`src/design/assert_macros.svh`:
```
// ---------------------------------------------------------------------------
// assertion helpers used by the list engine back end
// ---------------------------------------------------------------------------
`ifndef ASSERT_MACROS_SVH
`define ASSERT_MACROS_SVH

// property checked on every rising edge, held off while in reset
`define OLDE_ASSERT(label, clk, rst_n, prop, msg) \
    label: assert property (@(posedge clk) disable iff (!rst_n) prop) \
        else $error(msg);

// condition that must never be seen
`define OLDE_NEVER(label, clk, rst_n, cond, msg) \
    `OLDE_ASSERT(label, clk, rst_n, !(cond), msg)

`endif

```
`src/design/olde_pkg.sv`:
```
// ---------------------------------------------------------------------------
// olde_pkg
// Types and constants shared by the ordered list delete engine.
// ---------------------------------------------------------------------------
`default_nettype none

package olde_pkg;

    // default list capacity
    localparam int OLDE_DEPTH = 16;
    // most results one dump may give
    localparam int MAX_RESULTS = 16;
    // command queue depth, a power of two
    localparam int CMD_DEPTH = 2;
    localparam int CMD_PTR_W = $clog2(CMD_DEPTH);

    // list operations
    typedef enum logic [2:0] {
        OP_APPEND    = 3'd0,
        OP_REM_HEAD  = 3'd1,
        OP_REM_MATCH = 3'd2,
        OP_REM_TAIL  = 3'd3,
        OP_DUMP      = 3'd4
    } cmd_op_t;

    // result status codes
    typedef enum logic [1:0] {
        ST_OK        = 2'd0,
        ST_EMPTY     = 2'd1,
        ST_NOT_FOUND = 2'd2,
        ST_FULL      = 2'd3
    } status_t;

    // back end sequencer states
    typedef enum logic [1:0] {
        BK_IDLE,
        BK_WALK,
        BK_RESP
    } back_state_t;

    // classified request handed from front to back
    typedef struct packed {
        cmd_op_t            op;
        logic signed [31:0] value;
    } cmd_t;

endpackage

`default_nettype wire

```
`src/design/olde_front.sv`:
```
// ---------------------------------------------------------------------------
// olde_front
// Accepts requests, drops unused opcodes and classifies the rest.
// ---------------------------------------------------------------------------
`default_nettype none

module olde_front
    import olde_pkg::*;
(
    input  wire logic               push,
    output logic                    full,
    input  wire logic [2:0]         opcode,
    input  wire logic signed [31:0] value,
    input  wire logic               q_full,
    output logic                    q_push,
    output cmd_t                    q_cmd
);

    logic op_known;

    // opcode classification
    always_comb
    begin
        op_known = 1'b0;
        unique case (cmd_op_t'(opcode))
            OP_APPEND, OP_REM_HEAD, OP_REM_MATCH, OP_REM_TAIL, OP_DUMP:
                op_known = 1'b1;
            default:
                op_known = 1'b0;
        endcase
    end

    // unused opcodes are taken and dropped here
    assign full         = q_full;
    assign q_push       = push && !q_full && op_known;
    assign q_cmd.op     = cmd_op_t'(opcode);
    assign q_cmd.value  = value;

endmodule

`default_nettype wire

```
`src/design/olde_cmd_fifo.sv`:
```
// ---------------------------------------------------------------------------
// olde_cmd_fifo
// Short request queue between the front and the back end.
// ---------------------------------------------------------------------------
`default_nettype none

module olde_cmd_fifo
    import olde_pkg::*;
(
    input  wire logic clk,
    input  wire logic rst_n,
    input  wire logic push,
    input  wire cmd_t push_cmd,
    output logic      full,
    input  wire logic pop,
    output cmd_t      head_cmd,
    output logic      empty
);

    cmd_t                 slot_reg [CMD_DEPTH];
    logic [CMD_PTR_W-1:0] wr_ptr_reg;
    logic [CMD_PTR_W-1:0] wr_ptr_next;
    logic [CMD_PTR_W-1:0] rd_ptr_reg;
    logic [CMD_PTR_W-1:0] rd_ptr_next;
    logic [CMD_PTR_W:0]   count_reg;
    logic [CMD_PTR_W:0]   count_next;
    logic                 do_push;
    logic                 do_pop;

    assign full     = (count_reg == (CMD_PTR_W+1)'(CMD_DEPTH));
    assign empty    = (count_reg == '0);
    assign do_push  = push && !full;
    assign do_pop   = pop && !empty;
    assign head_cmd = slot_reg[rd_ptr_reg];

    // pointer and occupancy update
    always_comb
    begin
        wr_ptr_next = do_push ? wr_ptr_reg + CMD_PTR_W'(1) : wr_ptr_reg;
        rd_ptr_next = do_pop ? rd_ptr_reg + CMD_PTR_W'(1) : rd_ptr_reg;
        count_next  = count_reg;
        if (do_push && !do_pop)
        begin
            count_next = count_reg + (CMD_PTR_W+1)'(1);
        end
        else if (do_pop && !do_push)
        begin
            count_next = count_reg - (CMD_PTR_W+1)'(1);
        end
    end

    // control registers
    always_ff @(posedge clk or negedge rst_n)
    begin
        if (!rst_n)
        begin
            wr_ptr_reg <= '0;
            rd_ptr_reg <= '0;
            count_reg  <= '0;
        end
        else
        begin
            wr_ptr_reg <= wr_ptr_next;
            rd_ptr_reg <= rd_ptr_next;
            count_reg  <= count_next;
        end
    end

    // queue storage
    always_ff @(posedge clk)
    begin
        if (do_push)
        begin
            slot_reg[wr_ptr_reg] <= push_cmd;
        end
    end

endmodule

`default_nettype wire

```
`src/design/olde_back.sv`:
```
// ---------------------------------------------------------------------------
// olde_back
// Carries out list requests on the entry memory and holds results in a result register.
// ---------------------------------------------------------------------------
`default_nettype none
`include "assert_macros.svh"

module olde_back
    import olde_pkg::*;
#(
    parameter int DEPTH = OLDE_DEPTH
)
(
    input  wire logic               clk,
    input  wire logic               rst_n,
    input  wire cmd_t               cmd,
    input  wire logic               cmd_empty,
    output logic                    cmd_pop,
    output logic                    res_empty,
    input  wire logic               res_pop,
    output status_t                 res_status,
    output logic signed [31:0]      res_value,
    output logic                    res_last
);

    localparam int CNT_W = $clog2(DEPTH + 1);
    localparam int IDX_W = (DEPTH > 1) ? $clog2(DEPTH) : 1;

    // entry memory
    logic signed [31:0] mem [DEPTH];
    logic               mem_wr_en;
    logic [IDX_W-1:0]   mem_wr_addr;
    logic signed [31:0] mem_wr_data;
    logic               mem_rd_en;
    logic [IDX_W-1:0]   mem_rd_addr;
    logic signed [31:0] mem_rd_data_reg;

    // sequencer state
    back_state_t        state_reg;
    back_state_t        state_next;
    logic [CNT_W-1:0]   cnt_reg;
    logic [CNT_W-1:0]   cnt_next;
    cmd_op_t            mode_reg;
    cmd_op_t            mode_next;
    logic signed [31:0] key_reg;
    logic signed [31:0] key_next;
    logic [CNT_W-1:0]   walk_len_reg;
    logic [CNT_W-1:0]   walk_len_next;
    logic [CNT_W-1:0]   rd_ptr_reg;
    logic [CNT_W-1:0]   rd_ptr_next;
    logic [CNT_W-1:0]   d_idx_reg;
    logic [CNT_W-1:0]   d_idx_next;
    logic               dv_reg;
    logic               dv_next;
    logic               found_reg;
    logic               found_next;
    status_t            status_reg;
    status_t            status_next;

    // result register
    logic               res_valid_reg;
    logic               res_valid_next;
    status_t            res_status_reg;
    logic signed [31:0] res_value_reg;
    logic               res_last_reg;
    logic               res_load;
    status_t            res_status_d;
    logic signed [31:0] res_value_d;
    logic               res_last_d;

    // walk helpers
    logic               out_free;
    logic               is_dump;
    logic               hit;
    logic               found_now;
    logic               walk_last;
    logic               proc;
    logic               issue;
    logic [CNT_W-1:0]   prev_idx;

    assign out_free  = !res_valid_reg || res_pop;
    assign is_dump   = (mode_reg == OP_DUMP);
    assign hit       = (mode_reg == OP_REM_HEAD) ? (d_idx_reg == '0)
                                                 : (mem_rd_data_reg == key_reg);
    assign found_now = found_reg || hit;
    assign walk_last = (d_idx_reg == walk_len_reg - CNT_W'(1));
    assign prev_idx  = d_idx_reg - CNT_W'(1);
    assign proc      = (state_reg == BK_WALK) && dv_reg && (!is_dump || out_free);
    assign issue     = (state_reg == BK_WALK) && (rd_ptr_reg < walk_len_reg)
                       && (!dv_reg || proc);

    // next state and datapath control
    always_comb
    begin
        state_next    = state_reg;
        cnt_next      = cnt_reg;
        mode_next     = mode_reg;
        key_next      = key_reg;
        walk_len_next = walk_len_reg;
        rd_ptr_next   = rd_ptr_reg;
        d_idx_next    = d_idx_reg;
        dv_next       = dv_reg;
        found_next    = found_reg;
        status_next   = status_reg;
        cmd_pop       = 1'b0;
        mem_wr_en     = 1'b0;
        mem_wr_addr   = '0;
        mem_wr_data   = cmd.value;
        mem_rd_en     = 1'b0;
        mem_rd_addr   = '0;
        res_load      = 1'b0;
        res_status_d  = status_reg;
        res_value_d   = '0;
        res_last_d    = 1'b1;

        unique case (state_reg)
            BK_IDLE:
            begin
                if (!cmd_empty)
                begin
                    cmd_pop     = 1'b1;
                    mode_next   = cmd.op;
                    key_next    = cmd.value;
                    rd_ptr_next = '0;
                    dv_next     = 1'b0;
                    found_next  = 1'b0;
                    unique case (cmd.op)
                        OP_APPEND:
                        begin
                            state_next = BK_RESP;
                            if (cnt_reg == CNT_W'(DEPTH))
                            begin
                                status_next = ST_FULL;
                            end
                            else
                            begin
                                mem_wr_en   = 1'b1;
                                mem_wr_addr = cnt_reg[IDX_W-1:0];
                                cnt_next    = cnt_reg + CNT_W'(1);
                                status_next = ST_OK;
                            end
                        end
                        OP_REM_TAIL:
                        begin
                            state_next = BK_RESP;
                            if (cnt_reg == '0)
                            begin
                                status_next = ST_EMPTY;
                            end
                            else
                            begin
                                cnt_next    = cnt_reg - CNT_W'(1);
                                status_next = ST_OK;
                            end
                        end
                        OP_REM_HEAD, OP_REM_MATCH, OP_DUMP:
                        begin
                            if (cnt_reg == '0)
                            begin
                                state_next  = BK_RESP;
                                status_next = ST_EMPTY;
                            end
                            else
                            begin
                                state_next    = BK_WALK;
                                walk_len_next = cnt_reg;
                                if (cmd.op == OP_DUMP && 32'(cnt_reg) > 32'(MAX_RESULTS))
                                begin
                                    walk_len_next = CNT_W'(MAX_RESULTS);
                                end
                            end
                        end
                        default:
                        begin
                            state_next = BK_IDLE;
                        end
                    endcase
                end
            end

            BK_WALK:
            begin
                // fetch the next entry
                if (issue)
                begin
                    mem_rd_en   = 1'b1;
                    mem_rd_addr = rd_ptr_reg[IDX_W-1:0];
                    rd_ptr_next = rd_ptr_reg + CNT_W'(1);
                    d_idx_next  = rd_ptr_reg;
                    dv_next     = 1'b1;
                end
                else if (proc)
                begin
                    dv_next = 1'b0;
                end

                // consume the fetched entry
                if (proc)
                begin
                    if (is_dump)
                    begin
                        res_load     = 1'b1;
                        res_status_d = ST_OK;
                        res_value_d  = mem_rd_data_reg;
                        res_last_d   = walk_last;
                        if (walk_last)
                        begin
                            state_next = BK_IDLE;
                        end
                    end
                    else
                    begin
                        // once the victim is found, later entries slide down by one
                        if (found_reg)
                        begin
                            mem_wr_en   = 1'b1;
                            mem_wr_addr = prev_idx[IDX_W-1:0];
                            mem_wr_data = mem_rd_data_reg;
                        end
                        else if (hit)
                        begin
                            found_next = 1'b1;
                        end
                        if (walk_last)
                        begin
                            state_next  = BK_RESP;
                            status_next = found_now ? ST_OK : ST_NOT_FOUND;
                            if (found_now)
                            begin
                                cnt_next = cnt_reg - CNT_W'(1);
                            end
                        end
                    end
                end
            end

            BK_RESP:
            begin
                if (out_free)
                begin
                    res_load   = 1'b1;
                    state_next = BK_IDLE;
                end
            end

            default:
            begin
                state_next = BK_IDLE;
            end
        endcase

        res_valid_next = res_load ? 1'b1 : (res_pop ? 1'b0 : res_valid_reg);
    end

    // control registers
    always_ff @(posedge clk or negedge rst_n)
    begin
        if (!rst_n)
        begin
            state_reg     <= BK_IDLE;
            cnt_reg       <= '0;
            mode_reg      <= OP_APPEND;
            walk_len_reg  <= '0;
            rd_ptr_reg    <= '0;
            d_idx_reg     <= '0;
            dv_reg        <= 1'b0;
            found_reg     <= 1'b0;
            status_reg    <= ST_OK;
            res_valid_reg <= 1'b0;
        end
        else
        begin
            state_reg     <= state_next;
            cnt_reg       <= cnt_next;
            mode_reg      <= mode_next;
            walk_len_reg  <= walk_len_next;
            rd_ptr_reg    <= rd_ptr_next;
            d_idx_reg     <= d_idx_next;
            dv_reg        <= dv_next;
            found_reg     <= found_next;
            status_reg    <= status_next;
            res_valid_reg <= res_valid_next;
        end
    end

    // payload registers
    always_ff @(posedge clk)
    begin
        key_reg <= key_next;
        if (res_load)
        begin
            res_status_reg <= res_status_d;
            res_value_reg  <= res_value_d;
            res_last_reg   <= res_last_d;
        end
    end

    // entry memory ports, read data held while no read is issued
    always_ff @(posedge clk)
    begin
        if (mem_wr_en)
        begin
            mem[mem_wr_addr] <= mem_wr_data;
        end
        if (mem_rd_en)
        begin
            mem_rd_data_reg <= mem[mem_rd_addr];
        end
    end

    assign res_empty  = !res_valid_reg;
    assign res_status = res_status_reg;
    assign res_value  = res_value_reg;
    assign res_last   = res_last_reg;

    // checks
    `OLDE_NEVER(a_cnt_bound, clk, rst_n, cnt_reg > CNT_W'(DEPTH), "entry count over capacity")
    `OLDE_ASSERT(a_idle_no_data, clk, rst_n, (state_reg == BK_IDLE) |-> !dv_reg, "stale read data in idle")
    `OLDE_ASSERT(a_res_hold, clk, rst_n, (res_valid_reg && !res_pop) |=> (res_valid_reg && $stable(res_value_reg) && $stable(res_last_reg)), "waiting result overwritten")

endmodule

`default_nettype wire

```
`src/design/ordered_list_delete_engine.sv`:
```
// ---------------------------------------------------------------------------
// ordered_list_delete_engine
// Ordered list of signed 32-bit values with append, removals and dump.
// ---------------------------------------------------------------------------
//  channel   handshake          payload
//  request   push / full        opcode, value
//  result    pop / empty        status, entry_value, last
//
//  append, remove tail, any request on an empty list: result straight from the respond state
//  remove head, remove match walk every entry, then give their result from the respond state
//  dump: entries show in list order from the head, one per cycle while pop keeps up
//  a stalled result pauses a dump walk; a two-deep queue holds further requests meanwhile
//  reset empties the list at once; entry storage is not cleared
// ---------------------------------------------------------------------------
`default_nettype none

module ordered_list_delete_engine
    import olde_pkg::*;
#(
    parameter int DEPTH = OLDE_DEPTH
)
(
    input  wire logic               clk,
    input  wire logic               rst_n,
    input  wire logic               push,
    output logic                    full,
    input  wire logic [2:0]         opcode,
    input  wire logic signed [31:0] value,
    output logic                    empty,
    input  wire logic               pop,
    output logic [1:0]              status,
    output logic signed [31:0]      entry_value,
    output logic                    last
);

    logic    q_push;
    logic    q_full;
    logic    q_pop;
    logic    q_empty;
    cmd_t    q_in;
    cmd_t    q_head;
    status_t res_status;

    // request decode
    olde_front u_front (
        .push   (push),
        .full   (full),
        .opcode (opcode),
        .value  (value),
        .q_full (q_full),
        .q_push (q_push),
        .q_cmd  (q_in)
    );

    // request queue
    olde_cmd_fifo u_fifo (
        .clk      (clk),
        .rst_n    (rst_n),
        .push     (q_push),
        .push_cmd (q_in),
        .full     (q_full),
        .pop      (q_pop),
        .head_cmd (q_head),
        .empty    (q_empty)
    );

    // list execution
    olde_back #(
        .DEPTH (DEPTH)
    ) u_back (
        .clk        (clk),
        .rst_n      (rst_n),
        .cmd        (q_head),
        .cmd_empty  (q_empty),
        .cmd_pop    (q_pop),
        .res_empty  (empty),
        .res_pop    (pop),
        .res_status (res_status),
        .res_value  (entry_value),
        .res_last   (last)
    );

    assign status = 2'(res_status);

endmodule

`default_nettype wire

```
`config.mk`:
```
export PLATFORM = sky130hd
export DESIGN_NAME = ordered_list_delete_engine
export DESIGN_NICKNAME = d
export VERILOG_FILES = /design/src/design/olde_pkg.sv /design/src/design/olde_front.sv /design/src/design/olde_cmd_fifo.sv /design/src/design/olde_back.sv /design/src/design/ordered_list_delete_engine.sv
export VERILOG_INCLUDE_DIRS = /design/src /design/src/design
export SDC_FILE = /design/constraint.sdc
export NUM_CORES = 1
export LEC_CHECK = 0
export BUFFER_PORTS_ARGS = -buffer_cell sky130_fd_sc_hd__buf_2
export CAP_MARGIN = 20
export CORE_ASPECT_RATIO = 1.75
export CORE_UTILIZATION = 50
export DETAILED_ROUTE_END_ITERATION = 16
export PLACE_DENSITY = 0.73
export SYNTH_ARGS = -nofsm -noshare
export SYNTH_HDL_FRONTEND = slang
export SYNTH_SLANG_ARGS = --single-unit
```
`constraint.sdc`:
```
create_clock -name clk -period 10.9 [get_ports clk]
set_input_delay 0.545 -clock clk [delete_from_list [all_inputs] [get_ports clk]]
set_output_delay 0.545 -clock clk [all_outputs]
set_load 0.03 [all_outputs]
```
# Word-level counts from Yosys, hierarchy flattened
# Memories as Yosys holds them, arrays and structs flattened. A register that Yosys moved wholly into a read port is not among the register bits.
# Cells that the tools add are included.
word_totals:
  regBits: 101
  output_inout_bits: 37
  memories: 2
  ram_bits: 582
memory_table:
  columns: ["memory", "depth", "width", "read_ports", "rd_clocked_by_memory_dff", "wr", "line_no", "source"]
  rows:
  - ["u_back.mem", 16, 32, 1, 1, 1, "olde_back.sv:30", "logic signed [31:0] mem [DEPTH];"]
  - ["u_fifo.slot_reg", 2, 35, 1, 0, 1, "olde_cmd_fifo.sv:20", "cmd_t slot_reg [CMD_DEPTH];"]
op_classes:
  n_eq_ne: 29
  n_lt_le_gt_ge: 2
  reduce_logical: 44
  bitwise: 2
  addsub: 9
  mux: 82
op_table:
  columns: ["operator", "n"]
  rows:
  - ["$mux 32", 4]
  - ["$mux 5", 10]
  - ["$mux 2", 19]
  - ["$eq 32x32->1", 1]
  - ["$mux 4", 8]
  - ["$pmux 5 s2", 3]
  - ["$mux 1", 29]
  - ["$eq 3x2->1 const B", 4]
  - ["$pmux 2 s3", 2]
  - ["$reduce_and 4->1", 3]
  - ["$logic_and 1x1->1", 11]
  - ["$add 5x1->5 const B", 2]
  - ["$logic_not 5->1", 2]
  - ["$ne 2x1->1 const B", 5]
  - ["$sub 5x1->5 const B", 2]
  - ["$eq 3x1->1 const B", 3]
  - ["$eq 3x3->1 const B", 3]
  - ["$ne 3x3->1 const B", 3]
  - ["$reduce_and 3->1", 3]
  - ["$reduce_and 9->1", 1]
  - ["$pmux 1 s2", 4]
  - ["$pmux 2 s2", 2]
  - ["$pmux 4 s2", 1]
  - ["$logic_not 1->1", 7]
  - ["other kinds (24)", 36]

# Logic depth before layout (Yosys ltp)
depth:
  depth_word: 9
  depth_mapped: 14

# Hierarchy
# From an unflattened synthesis, not the netlist that was laid out.
unflattened:
  cells_unflattened: 1852
  area_unflattened_um2: 30182.7
by_module_without_submodules:
  columns: ["mod", "cells_each", "instances", "seq_area_each_um2", "area_per_inst_um2"]
  rows:
  - ["olde_back", 1686, 1, 19098.3, 27025.9]
  - ["olde_cmd_fifo", 128, 1, 2202.1, 2872.8]
  - ["olde_front", 38, 1, 0.0, 284.0]

# Worst setup path before layout
# Ideal clock, no wire load.
synth_path:
  path_type: "reg2reg"
  startpoint: "register u_back.state_reg[1]"
  endpoint: "memory u_back.mem[7][0], enable pin"
  arrival_time_ps: 3196
  required_ps: 10479
  setup_time_ps: 421
  path_stages_with_launch: 9
  setup_slack_ps: 7283
  synth_period_minus_slack_ps: 3617
  path_buffers: 3
  path_cell_list: "dfrtp_1 -> inv_1 -> ha_1 -> clkbuf_1 -> nand4_1 -> clkbuf_1 -> buf_1 -> o22a_1 -> nor2_1"
synth_between:
  elab_chain_cells: 7
synth_lines:
  columns: ["element", "line_no", "source"]
  rows:
  - ["start: declaration", "olde_back.sv:39", "back_state_t state_reg;"]
  - ["start signal: assignment", "olde_back.sv:273", "state_reg <= state_next;"]
  - ["$eq 2x1->1", "olde_back.sv:88, olde_back.sv:116", null]
  - ["$logic_and 1x1->1 (2 in a row)", "olde_back.sv:88", "assign proc = (state_reg == BK_WALK) && dv_reg && (!is_dump || out_free);"]
  - ["$mux 1", "olde_back.sv:198", "if (proc)"]
  - ["$pmux 1 s2", "olde_back.sv:116", "unique case (state_reg)"]
  - ["$mux 1", "olde_back.sv:301", "if (mem_wr_en)"]
  - ["$mux 1 (implied by the code)", "olde_back.sv:303", "mem[mem_wr_addr] <= mem_wr_data;"]
  - ["end: declaration", "olde_back.sv:30", null]
# Parallel ways exist; a longest one is shown, timed or not.

# Final worst setup path
layout_path:
  startpoint: "register u_back.rd_ptr_reg[0]"
  endpoint: "register u_back.mem_rd_data_reg[5] (read register of u_back.mem), data pin"
layout_between:
  elab_chain_cells: 5
layout_lines:
  columns: ["element", "line_no", "source"]
  rows:
  - ["start: declaration", "olde_back.sv:49", "logic [CNT_W-1:0] rd_ptr_reg;"]
  - ["start signal: assignment", "olde_back.sv:277", "rd_ptr_reg <= rd_ptr_next;"]
  - ["$lt 5x5->1", "olde_back.sv:89", "assign issue = (state_reg == BK_WALK) && (rd_ptr_reg < walk_len_reg)"]
  - ["$logic_and 1x1->1", "olde_back.sv:89", null]
  - ["$logic_and 1x1->1", "olde_back.sv:90", "&& (!dv_reg || proc);"]
  - ["$mux 4 or $mux 1 (tied branches)", "olde_back.sv:184", "if (issue)"]
  - ["$mux 4 or $mux 1 (tied branches)", "olde_back.sv:116", null]
  - ["end: declaration", "olde_back.sv:36", "logic signed [31:0] mem_rd_data_reg;"]
# Parallel ways exist; a longest one is shown, timed or not.
# A chain may end at the register's enable or synchronous reset.

==> impl_metrics.env <==
export IMPL_vias=16600
export IMPL_critical_path_arrival_ps=5160
export IMPL_synth_edf_count=681
export IMPL_start_util_pct=50.5
export IMPL_cts_clk_slew_worst_paths_ps=70
export IMPL_numCtsBuffers=58
export IMPL_seq_area_frac_synth_pct=72.3
export IMPL_critical_path_peak_fanout=58
export IMPL_synthesis_nets=1854
export IMPL_outcome="completed"
export IMPL_synthXorXnorAreaFrac_pct=1.61
export IMPL_final_util_pct=56.1
export IMPL_grt_pass1_vias=16900
export IMPL_ios=76
export IMPL_grt_max_degree=80
export IMPL_portBuffers=75
export IMPL_yosysUniqueCellTypes=62
export IMPL_synth_common_cells="edfxtp_1, mux2_2, a21oi_1"
export IMPL_setup_violations=0
export IMPL_synth_most_common_cell="edfxtp_1"
export IMPL_worst_hold_path_type="input pin to async pin"
export IMPL_synth_area_leader_cell="edfxtp_1"
export IMPL_maxCapViolCount=0
export IMPL_path_class="flop to flop"
export IMPL_drv_slew=0
export IMPL_yosysWarnings=0
export IMPL_multiInputGateArea_mm2=0.00770
export IMPL_drtAntennaViolNets=0
export IMPL_final_setup_skew_ps=22.2
export IMPL_synth_adder_area_share_pct=0.637
export IMPL_synth_compound_area_share_pct=7.69
export IMPL_grtUsageMet3_pct=3.36
export IMPL_final_area_mm2=0.0327
export IMPL_async_reset_ff_share_pct=4.76
export IMPL_ys_seq_elements=715
export IMPL_gr_usage_met2_pct=42.9
export IMPL_r2r_start="u_back.rd_ptr_reg[0]"
export IMPL_busiest_layer="met2"
export IMPL_h_tree_depth=2
export IMPL_firstDrtPassIters=6
export IMPL_rsz0062_at_grt="false"
export IMPL_cts_resized_gates=0
export IMPL_synthCells=1800
export IMPL_cts_hold_fix_buffers=0
export IMPL_nets=1915
export IMPL_tns_ps=0
export IMPL_syn_area_per_cell_um2=16.4
export IMPL_placed_cell_area_mm2=0.0307
export IMPL_synth_simple_area_share_pct=4.44
export IMPL_synth_ff_type="edfxtp_1"
export IMPL_clockBufferDepth=3
export IMPL_startpoint="u_back.rd_ptr_reg[0]"
export IMPL_worst_pin_slew_ps=1030
export IMPL_num_fill_cells=4502
export IMPL_totalWireLength_um=72100
export IMPL_critPathCaptureType="flop"
export IMPL_vias_per_cell=6.20
export IMPL_rows=117
export IMPL_synth_top_cell_area_share_pct=69.4
export IMPL_cts_sinks=715
export IMPL_p_leak_uw=0.0107
export IMPL_die_x_um=185
export IMPL_globalRouteMet1Util_pct=28.2
export IMPL_insertion_delay_ps=630
export IMPL_yosys_top_cells_area="edfxtp_1, mux2_2, dfrtp_1"
export IMPL_globalplace_congestion=0.837
export IMPL_drc=0
export IMPL_die_h_um=323
export IMPL_grt_pass1_wl_um=105000
export IMPL_relSlewSlack_pct=31.2
export IMPL_final_seq_area_mm2=0.0213
export IMPL_critPathLaunchType="flop"
export IMPL_synth_area_mux_share_pct=11.2
export IMPL_drt_iter0_drc=1894
export IMPL_core_area_mm2=0.0583
export IMPL_synth_area_mm2=0.0295
export IMPL_hold_violations=0
export IMPL_grt_total_usage_pct=24.1
export IMPL_fmax_mhz=209
export IMPL_cts_tree="done"
export IMPL_largest_register_ffs=512
export IMPL_period_minus_slack_ps=4790
export IMPL_area_delta_synth_final_pct=10.9
export IMPL_cp_required_ps=11270
export IMPL_power_per_cell_area_mw_per_mm2=222
export IMPL_dieArea_mm2=0.0599
export IMPL_irDropWorstVdd_v=0.000206
export IMPL_grt_antenna_before_repair=4
export IMPL_hpwl_um=39900
export IMPL_overflow=0
export IMPL_post_drt_wl_per_cell_um=26.9
export IMPL_drive_above_1_share_pct=26.6
export IMPL_synth_top_family_by_area="multiplexers"
export IMPL_post_cts_buffers=0
export IMPL_post_route_period_util_pct=43.9
export IMPL_cts_root_buf="clkbuf_16"
export IMPL_holdWs_ps=16.7
==> power by group <==
group,switching (µW),internal (µW)
logic,965,442
registers,155,3530
clock network,952,1200
total,2070,5170
==> layout make-up <==
type | count | area share [%]
multi-input combinational | 952 | 23.6
timing repair buffer | 113 | 2.02
inverter | 21 | 0.249
clock buffer | 71 | 4.85
tap | 773 | 2.96
antenna | 2 | 0.0153
clock inverter | 37 | 1.12
sequential | 715 | 65.2
==> cell families (layout without fill, tap and decap cells) <==
group,count (synthesis),count (layout)
AOI/OAI and AO/OA,325,325
muxes,298,298
xor gates and xnor gates,54,54
DFF,715,715
buffers and inverters,133,242
other,0,2
and+or+nand+nor,260,260
adders and majority gates,15,15
==> cell usage in the layout, fill, tap and decap left out, drive strengths merged, types with 34 or more instances in the layout <==
cell    count
a21oi     107
a221oi     65
and2       34
buf       113
clkbuf     71
dfrtp      34
edfxtp    681
mux2      258
mux2i      40
nand2      73
nor2       40
nor3       38
o21ai      59
xor2       37
==> worst max-delay path, cell delays in order, from the launching register on <==
cell	delay (ps)
dfrtp_4	900
inv_2	620
a311oi_4	370
buf_4	800
buf_4	700
mux2_2	410
a221oi_1	290
nor3_1	100
a31o_2	240
==> path summary, 6_finish.rpt <==
path                                             end  slack [ps]  cells past startpoint
max in group asynchronous       u_back.rd_ptr_reg[0]       10260                      1
max                        u_back.mem_rd_data_reg[5]        6110                      8
min reg2reg                     u_back.status_reg[1]         470                      2
min in group clk              u_fifo.slot_reg[0][23]         110                      1
min                                u_back.cnt_reg[4]          20                      1
max reg2reg                u_back.mem_rd_data_reg[5]        6110                      8
==> routing by layer <==
layer,vias to the layer above,wire length [µm]
met5,-,11
met4,2,3520
met3,184,5230
li1,7171,-
met2,801,37100
met1,8473,26200
==> per-stage QoR <==
stage | worst slack [ps] | instances | power (µW)
floorplan | 7280 | 1800 | 4620
global placement | 6260 | 2573 | 5070
detailed placement | 6160 | 2574 | 5130
CTS | 6160 | 2682 | 7250
global route | 5900 | 2684 | 7470
finish | 6110 | 2684 | 7250
Note: power is estimated with default switching activity, not from simulation.
